### src/design/npld_pkg.sv
// Shared types and constants of the nearest-pair line distance unit.
// Holds the transaction structs, state and command types and status codes.
// Depends on nothing; every other file of the block uses it.
`default_nettype none

package npld_pkg;

   localparam int COORD_WIDTH  = 20;
   localparam int DIST_WIDTH   = 2 * COORD_WIDTH + 4;
   localparam int OUT_WIDTH    = 48;
   localparam int STATUS_WIDTH = 2;
   localparam int KEEP         = 3;

   localparam logic [STATUS_WIDTH-1:0] STATUS_OK         = 2'd0;
   localparam logic [STATUS_WIDTH-1:0] STATUS_FEW_HITS   = 2'd1;
   localparam logic [STATUS_WIDTH-1:0] STATUS_COINCIDENT = 2'd2;

   typedef struct packed {
      logic signed [COORD_WIDTH-1:0] hit_x;
      logic signed [COORD_WIDTH-1:0] hit_y;
      logic signed [COORD_WIDTH-1:0] hit_z;
      logic signed [COORD_WIDTH-1:0] query_x;
      logic signed [COORD_WIDTH-1:0] query_y;
      logic signed [COORD_WIDTH-1:0] query_z;
      logic                          last_hit;
   } req_type;

   typedef struct packed {
      logic [OUT_WIDTH-1:0]    dist_squared;
      logic [STATUS_WIDTH-1:0] status;
   } rsp_type;

   typedef enum logic [3:0] {
      ST_IDLE,
      ST_HIT_SQ,
      ST_HIT_UPD,
      ST_PRJ_DIFF,
      ST_PRJ_MUL,
      ST_PRJ_SUM,
      ST_PRJ_CHK,
      ST_DIV,
      ST_TAU,
      ST_RES_MUL,
      ST_RES_RND,
      ST_RES_ADD,
      ST_RES_SQ,
      ST_RES_LOAD
   } state_type;

   // One strobe per datapath step.
   typedef struct packed {
      logic capture;
      logic hit_sq;
      logic hit_upd;
      logic prj_diff;
      logic prj_mul;
      logic prj_sum;
      logic prj_chk;
      logic div_step;
      logic tau_make;
      logic res_mul;
      logic res_rnd;
      logic res_add;
      logic res_sq;
      logic res_load;
   } cmd_type;

   typedef struct packed {
      logic last_hit;
   } stat_type;

endpackage

`default_nettype wire

### src/design/npld_ctrl.sv
// Sequencer of the nearest-pair line distance unit.
// Drives the datapath step strobes, the input stall and the result valid.
// Depends on npld_pkg.
`default_nettype none

module npld_ctrl #(
   parameter int TAU_FRAC_BITS = 16
) (
   input  wire logic               clock,
   input  wire logic               reset,
   input  wire logic               req_valid,
   output logic                    req_stall,
   output logic                    rsp_valid,
   input  wire logic               rsp_stall,
   input  wire npld_pkg::stat_type stat,
   output npld_pkg::cmd_type       cmd
);

   localparam int DIV_STEPS = TAU_FRAC_BITS + 3;
   localparam int CNT_WIDTH = $clog2(DIV_STEPS);
   localparam logic [CNT_WIDTH-1:0] CNT_LAST = CNT_WIDTH'(DIV_STEPS - 1);

   npld_pkg::state_type  state_ff, state_in;
   logic [CNT_WIDTH-1:0] cnt_ff, cnt_in;
   logic                 rsp_valid_ff, rsp_valid_in;

   always_ff @(posedge clock) begin
      if (reset) begin
         state_ff     <= npld_pkg::ST_IDLE;
         cnt_ff       <= '0;
         rsp_valid_ff <= 1'b0;
      end else begin
         state_ff     <= state_in;
         cnt_ff       <= cnt_in;
         rsp_valid_ff <= rsp_valid_in;
      end
   end

   always_comb begin
      state_in     = state_ff;
      cnt_in       = cnt_ff;
      cmd          = '0;
      req_stall    = 1'b1;
      rsp_valid_in = rsp_valid_ff && rsp_stall;
      case (state_ff)
         npld_pkg::ST_IDLE: begin
            req_stall = 1'b0;
            if (req_valid) begin
               cmd.capture = 1'b1;
               state_in    = npld_pkg::ST_HIT_SQ;
            end
         end
         npld_pkg::ST_HIT_SQ: begin
            cmd.hit_sq = 1'b1;
            state_in   = npld_pkg::ST_HIT_UPD;
         end
         npld_pkg::ST_HIT_UPD: begin
            cmd.hit_upd = 1'b1;
            state_in    = stat.last_hit ? npld_pkg::ST_PRJ_DIFF : npld_pkg::ST_IDLE;
         end
         npld_pkg::ST_PRJ_DIFF: begin
            cmd.prj_diff = 1'b1;
            state_in     = npld_pkg::ST_PRJ_MUL;
         end
         npld_pkg::ST_PRJ_MUL: begin
            cmd.prj_mul = 1'b1;
            state_in    = npld_pkg::ST_PRJ_SUM;
         end
         npld_pkg::ST_PRJ_SUM: begin
            cmd.prj_sum = 1'b1;
            state_in    = npld_pkg::ST_PRJ_CHK;
         end
         npld_pkg::ST_PRJ_CHK: begin
            cmd.prj_chk = 1'b1;
            cnt_in      = '0;
            state_in    = npld_pkg::ST_DIV;
         end
         npld_pkg::ST_DIV: begin
            cmd.div_step = 1'b1;
            if (cnt_ff == CNT_LAST) begin
               state_in = npld_pkg::ST_TAU;
            end else begin
               cnt_in = cnt_ff + CNT_WIDTH'(1);
            end
         end
         npld_pkg::ST_TAU: begin
            cmd.tau_make = 1'b1;
            state_in     = npld_pkg::ST_RES_MUL;
         end
         npld_pkg::ST_RES_MUL: begin
            cmd.res_mul = 1'b1;
            state_in    = npld_pkg::ST_RES_RND;
         end
         npld_pkg::ST_RES_RND: begin
            cmd.res_rnd = 1'b1;
            state_in    = npld_pkg::ST_RES_ADD;
         end
         npld_pkg::ST_RES_ADD: begin
            cmd.res_add = 1'b1;
            state_in    = npld_pkg::ST_RES_SQ;
         end
         npld_pkg::ST_RES_SQ: begin
            cmd.res_sq = 1'b1;
            state_in   = npld_pkg::ST_RES_LOAD;
         end
         npld_pkg::ST_RES_LOAD: begin
            // Wait here only while an earlier result is still held.
            if (!(rsp_valid_ff && rsp_stall)) begin
               cmd.res_load = 1'b1;
               rsp_valid_in = 1'b1;
               state_in     = npld_pkg::ST_IDLE;
            end
         end
         default: begin
            state_in = npld_pkg::ST_IDLE;
         end
      endcase
   end

   assign rsp_valid = rsp_valid_ff;

endmodule

`default_nettype wire

### config.mk
export PLATFORM = sky130hd
export DESIGN_NAME = npld_ctrl
export DESIGN_NICKNAME = d
export VERILOG_FILES = /design/src/design/npld_pkg.sv /design/src/design/npld_ctrl.sv
export SDC_FILE = /design/constraint.sdc
export NUM_CORES = 1
export LEC_CHECK = 0
export ABC_AREA = 1
export ABC_CLOCK_PERIOD_IN_PS = 1400
export BUFFER_PORTS_ARGS = -buffer_cell sky130_fd_sc_hd__clkbuf_2
export CORE_ASPECT_RATIO = 0.6
export CORE_UTILIZATION = 25
export DETAILED_ROUTE_END_ITERATION = 10
export MAX_ROUTING_LAYER = met4
export PLACE_DENSITY_LB_ADDON = 0.12
export SLEW_MARGIN = 20
export SYNTH_ARGS = -nofsm -noshare
export SYNTH_HDL_FRONTEND = slang
export SYNTH_SLANG_ARGS = --single-unit
export TNS_END_PERCENT = 1
### constraint.sdc
create_clock -name clock -period 1.4 [get_ports clock]
set_input_delay 0.14 -clock clock [delete_from_list [all_inputs] [get_ports clock]]
set_output_delay 0.14 -clock clock [all_outputs]
set_load 0.05 [all_outputs]
After elaboration in Yosys (flattened, before gate mapping)
Cells that the tools add are included. W data, S select, Z words.

Bits in registers: 10. Latch bits: 0. Memory bits (writable): 0. Memory bits (read-only): 0. Input port bits: 5. Output and inout bits: 16. Word-level logic and storage cells: 52. Memories kept: 0.

Add/sub/neg operators: 1. $mul: 0. Divide/modulo/power cells: 0. $lt $le $gt $ge: 0. Eq/ne operators: 18. Shifts and indexed selects: 0. Muxes and demuxes: 25. Bitwise logic cells: 0. Reductions and logical operators: 5.

Operators by type and width (count): $pmux W4 S14 (1); $eq A4 B4 Y1 const B (6); $mux W1 (18); $eq A4 B3 Y1 const B (4); $mux W4 (3); $pmux W5 S2 (1); $eq A4 B2 Y1 const B (2); $ne A2 B2 Y1 const B (4); $add A5 B1 Y5 const B (1); $eq A5 B5 Y1 const B (1); $mux W5 (1); $eq A4 B1 Y1 const B (1); $logic_not A4 Y1 (1); $reduce_and A3 Y1 (1); $mux W2 (1); $reduce_and A2 Y1 (1); $reduce_bool A2 Y1 (1); $logic_and A1 B1 Y1 (1).

Depth between registers and ports, before layout
Gate-level depths: netlist of the first run.

Depth in word-level cells: 3. Gate-level depth with buffers: 7. Gate-level depth less buffers: 7.

Worst setup path before layout of the first run
No wires, ideal clock.

Kind: register to output. Start: register state_ff[1]. End: output port cmd[13] (netlist bit). Arrival: 1813 ps. Required time: 1260 ps. Setup slack: -553 ps. Stages on the path, launching flop included: 4. Buffers on the path: 0. Cell sequence: dfxtp_1 -> nor2_1 -> nand3_1 -> nor2_1.

RTL lines: start, declared (RTL line npld_ctrl.sv:23) `npld_pkg::state_type state_ff, state_in;`; start signal, assigned (RTL line npld_ctrl.sv:29) `state_ff <= npld_pkg::ST_IDLE;`; start signal, assigned (RTL line npld_ctrl.sv:33) `state_ff <= state_in;`; end, declared (RTL line npld_ctrl.sv:16) `output npld_pkg::cmd_type cmd`.

==> run metrics, run 1 <==
outcome=finished clean; total wire length=1.75 mm; P_sw=0.000752 W; Layout Cells excl Fill=163; post-DP HPWL=1.39 mm; filler cell count=278; Least-Margin Pin Slew=278 ps; TritonCTS clock tree=yes; commonest non-fill, non-tap cell in the layout=nand2_1; FF+latch count, synth=10; f_max=0.727 GHz; number of global-route vias before repair=594; FF/Latch Area=210 um^2; combinational fraction of design power=50.9%; Synth Cell Area=688 um^2; startpoint types=flip-flop; Final Hold Violating Endpoints=0; final worst-path cycle share=98.3%; Vias/cell=4.47; Fin Setup TNS=0 ps; Die H=42.6 um; clk slew on worst S/H paths=50 ps; CTS Hold Bufs=0; gr ovfl total=0; power share of the sequential group=26.4%; I/O pins=21; Root Driver=clkbuf_8; Slew HR=81.6%; PwrDens=1560 mW/mm^2; Setup Skew=2.03 ps; largest net degree at the start of global routing=9; DRC Markers=0; crit end category=output port; max incr delay on CP=380 ps; core area=0.00256 mm^2; Worst-Skew Late Latency=230 ps; cts bufs inserted=3; Placed Instance Area=852 um^2; first-pass GRT wire length=2.88 mm; dpl ws=50.0 ps; nets=139; maxcap violations=0; WP data arrival=1240 ps; Final Critical Period=1380 ps; Synth-to-Final Area Change=46.0%; crit-path cells=inv_1, nand2_1, buf_4, nor2_1, buf_6; worst path required time=1260 ps; Total Routing Usage GR=13.3%; H-tree depth=1; vias post-DR=729; initial antenna violation count=0; syn avg cell area=6.43 um^2; DP Cell Count=159; peak supply drop=0.456 mV; Pwr Total=0.00157 W; hold crit path type=input pin to flip-flop; Synth cell types=18; max-slew violation count=0; global placer's final weighted congestion=0.804; initial DRC count=46; Post-Synthesis Cells=107; Cell Int Power=0.000820 W; number of buffers added on ports=20; # setup viols final=0; clock sinks=10; chip width=69.7 um; Yosys warning count=0; post-route ant nets=0; Rows=14; Ant. Diodes=0; Leakage Power=0.507 nW; fin area=0.00100 mm^2; power share of the clock group=22.8%; DIE AREA=0.00297 mm^2; First-pass DRT Iterations=4; RSZ-0062 raised after global routing=yes; Crit-path slowest cell=dfxtp_4; Multi-input gate area=457 um^2; Synth Net Count=114; worst setup margin=24.4 ps; CTS max path bufs=2; Avg WL per Cell=10.7 um; Initial Utilization=26.9%; share of layout cells above drive strength 1=35.9%; CP Max Fanout=7; post-synthesis sequential area ratio=29.1%; commonest non-fill, non-tap cells in the layout=nand2_1, nor2_1, inv_1; CP Class=flip-flop to output port; sw frac=47.9%
## power by group through the flow
| stage | registers [W] | clock network [W] | logic (W) |
|---|---|---|---|
| after global placement | 0.000385 | 0 | 0.000735 |
| after floorplan | 0.000372 | 0 | 0.000573 |
| after CTS | 0.000399 | 0.000368 | 0.000751 |
| final | 0.000415 | 0.000358 | 0.000799 |
| after global routing | 0.000422 | 0.000389 | 0.000856 |
| after detailed placement | 0.000387 | 0 | 0.000717 |
## final timing paths
kind / startpoint / end / slack [ps] / cells past startpoint
max: state_ff[1] / cmd[4] / 20 / 5
min: rsp_stall / rsp_valid / 160 / 3
max reg2reg: cnt_ff[0] / cnt_ff[2] / 140 / 7
min reg2reg: rsp_valid / rsp_valid / 490 / 2
## through the flow
stage | util [%] | hold slack, ps
6_report | 39.3 | 158
5_1_grt | 39.3 | 188
4_1_cts | 37.6 | 157
3_5_place_dp | 33.3 | 411
3_3_place_gp | 33.3 | 402
2_1_floorplan | - | 303
## cell families (layout without fill, tap and decap cells)
| family | count (synthesis) | in the layout | synth area share [%] |
|---|---|---|---|
| AOI/OAI and AO/OA | 12 | 12 | 9.64 |
| xor gates and xnor gates | 2 | 2 | 2.55 |
| adders and majority gates | 2 | 2 | 3.64 |
| buffers and inverters | 19 | 43 | 10.4 |
| DFF | 10 | 10 | 29.1 |
| and+or+nand+nor | 62 | 62 | 44.7 |
## timing repair
item                       CTS  global route
setup buffers                0             0
setup endpoints to repair   14            14
gates resized for setup     20            26
## critical path, delay by kind of cell (launching register included)
| kind | cells | cell delay, ps |
|---|---|---|
| AND/OR/NAND/NOR | 2 | 220 |
| flip-flops | 1 | 380 |
| buffers and inverters | 3 | 400 |
## Yosys cell counts
cell | instances | area share, %
inv_1 | 18 | 9.8
buf_1 | 1 | 0.54
nor3_1 | 1 | 0.73
xor2_1 | 1 | 1.3
nand3_1 | 13 | 9.5
nand3_2 | 1 | 1.5
dfxtp_1 | 10 | 29
a21oi_1 | 8 | 5.8
nor2_8 | 1 | 2.9
nand2_1 | 18 | 9.8
nand2_4 | 4 | 6.5
nor2_1 | 22 | 12
ha_1 | 2 | 3.6
xnor2_1 | 1 | 1.3
nand4_1 | 2 | 1.8
o21ai_0 | 2 | 1.5
o21a_1 | 1 | 1.1
a21oi_2 | 1 | 1.3
## flip-flops by register name, summed over array words and instances, names as in the netlist
register / count
rsp_valid: 1
state_ff: 4
cnt_ff: 5
## cell type report
| class | instances | share of cell area, % |
|---|---|---|
| sequential | 10 | 20.9 |
| tap | 32 | 3.99 |
| inverter | 18 | 6.97 |
| timing repair buffer | 21 | 17.2 |
| clock buffer | 4 | 5.48 |
| multi-input combinational | 78 | 45.5 |
## layer usage
metal	GRT usage, %	up-vias	part of all wire (%)
li1	-	390	-
met1	19.7	321	54
met2	15.3	16	40
met3	5.29	2	5.6
met4	4.80	0	1.1
met5	-	-	0
No activity file was read; power rests on OpenSTA's default activity.
==> run 2, diff against run 1 <==
Settings changed: CORE_ASPECT_RATIO 0.6 to not set, CORE_UTILIZATION 25 to 46, GPL_TIMING_DRIVEN set to 0, SLEW_MARGIN 20 to not set.
==> run metrics, run 2 (same netlist as run 1, synthesis figures left out) <==
Avg WL per Cell=10.8 um (was 10.7 um); Setup Skew=6.07 ps (was 2.03 ps); hold crit path type=input pin to flip-flop (unchanged); Leakage Power=0.498 nW (was 0.507 nW); final worst-path cycle share=97.6% (was 98.3%); Synth-to-Final Area Change=39.5% (was 46.0%); Crit-path slowest cell=dfxtp_4 (unchanged); Worst R2R Path Depth=7 (unchanged); CP Max Fanout=6 (was 7); number of global-route vias before repair=526 (was 594); origin of the critical flop-to-flop path=cnt_ff[0] (unchanged); Die H=40.7 um (was 42.6 um); Least-Margin Pin Slew=360 ps (was 278 ps); fin util=71.1% (was 39.3%); Final Critical Period=1370 ps (was 1380 ps); # setup viols final=0 (unchanged); post-DP HPWL=1.19 mm (was 1.39 mm); clock sinks=10 (unchanged); worst path required time=1260 ps (about the same); fin area=960 um^2 (was 0.00100 mm^2); Reg with most FFs=cnt_ff (unchanged); commonest non-fill, non-tap cells in the layout=nand2_1, nor2_1, inv_1, nand3_1, a21oi_1 (was nand2_1, nor2_1, inv_1); share of layout cells above drive strength 1=37.4% (was 35.9%); Hold WS=131 ps (was 158 ps); nets=140 (was 139); Vias/cell=5.08 (was 4.47); min-delay src=rsp_stall (unchanged); peak supply drop=1.06 mV (was 0.456 mV); H-tree depth=1 (unchanged); commonest non-fill, non-tap cell in the layout=nand2_1 (unchanged); outcome=finished clean (unchanged); RSZ-0062 raised after global routing=yes (unchanged); CP Class=flip-flop to output port (unchanged); I/O pins=21 (unchanged); TritonCTS clock tree=yes (unchanged); Initial Utilization=51.0% (was 26.9%); first-pass GRT wire length=2.33 mm (was 2.88 mm); DRC Markers=0 (unchanged); startpoint types=flip-flop (unchanged); worst reg2reg setup slack=170 ps (was 140 ps); max incr delay on CP=370 ps (was 380 ps); largest net degree at the start of global routing=9 (unchanged); core area=0.00135 mm^2 (was 0.00256 mm^2); Ant. Diodes=0 (unchanged); hold depth=3 (unchanged); WP data arrival=1230 ps (was 1240 ps); initial DRC count=18 (was 46); post-route ant nets=0 (unchanged); clk slew on worst S/H paths=60 ps (was 50 ps); Root Driver=clkbuf_4 (was clkbuf_8); chip width=40.7 um (was 69.7 um); crit end category=output port (unchanged); global placer's final weighted congestion=0.800 (was 0.804); f_max=0.732 GHz (was 0.727 GHz); Worst Hold Path EP=rsp_valid (unchanged); Placed Instance Area=822 um^2 (was 852 um^2); maxcap violations=0 (unchanged); crit-path cells=inv_1, nand2_1, nor2_1, clkbuf_4 (was inv_1, nand2_1, buf_4, nor2_1, buf_6); number of buffers added on ports=19 (was 20); gr ovfl total=0 (unchanged); Rows=13 (was 14); reg2reg end=state_ff[2] (was cnt_ff[2]); initial antenna violation count=0 (unchanged); CTS max path bufs=2 (unchanged); DIE AREA=0.00165 mm^2 (was 0.00297 mm^2); Final Hold Violating Endpoints=0 (unchanged); max reg flops=5 (unchanged); PwrDens=1440 mW/mm^2 (was 1560 mW/mm^2); Pwr Total=0.00138 W (was 0.00157 W); Slew HR=76.0% (was 81.6%); max-slew violation count=0 (unchanged); Total Routing Usage GR=22.6% (was 13.3%); cts bufs inserted=3 (unchanged); First-pass DRT Iterations=4 (unchanged); vias post-DR=741 (was 729); total wire length=1.58 mm (was 1.75 mm); Worst-Skew Late Latency=260 ps (was 230 ps)
run 2: cell count changes in the layout (fill, tap and decap cells not counted), sizes merged:
cell	delta
buf	+6
clkbuf	-6
run 2: layout make-up:
cell class | count | area (um^2)
Fill cell | 123 | 390
Multi-Input combinational cell | 78 | 467
Timing Repair Buffer | 21 | 168
Tap cell | 15 | 18.8
Buffer | 1 | 3.75
Sequential cell | 10 | 213
Clock buffer | 3 | 22.5
Inverter | 18 | 67.6
run 2: stage by stage:
stage	TNS [ps]	worst slack, ps	cells
floorplan	-169	-50.3	107
global placement	0	50.7	141
detailed placement	0	50.6	141
CTS	-12.6	-12.6	144
global route	-86.6	-38.1	146
finish	0	34.3	146
run 2: per-layer routing:
metal	wire [um]	global-route usage [%]	up-vias
met5	0	-	-
met4	12	7.50	0
met3	55	8.15	2
met2	744	29.8	15
met1	764	31.6	333
li1	-	-	391
run 2: worst max-delay path, delay by kind of cell (launching register included):
family | cells | cell delay (ps)
buffers and inverters | 2 | 340
and+or+nand+nor | 2 | 260
DFF | 1 | 370
run 2: how the worst max path moves through the flow:
stage                startpoint     endpoint  slack (ps)
detailed placement  state_ff[3]       cmd[7]          50
CTS                 state_ff[3]       cmd[7]         -10
floorplan           state_ff[1]  state_ff[0]         -50
global placement    state_ff[1]  state_ff[0]          50
global route        state_ff[2]       cmd[2]         -40
finish              state_ff[2]       cmd[2]          30
run 2: power by group:
part | total [W] | internal [W] | switching, W | leakage (nW)
logic | 0.000773 | 0.000220 | 0.000553 | 0.400
clock network | 0.000191 | 0.0000990 | 0.0000920 | 0.0138
registers | 0.000417 | 0.000334 | 0.0000825 | 0.0836
run 2: repair_timing:
action	4_1_cts	5_1_grt
buffers inserted	0	2
setup endpoints to repair	15	15
gates resized for setup	21	31
hold buffers	0	0
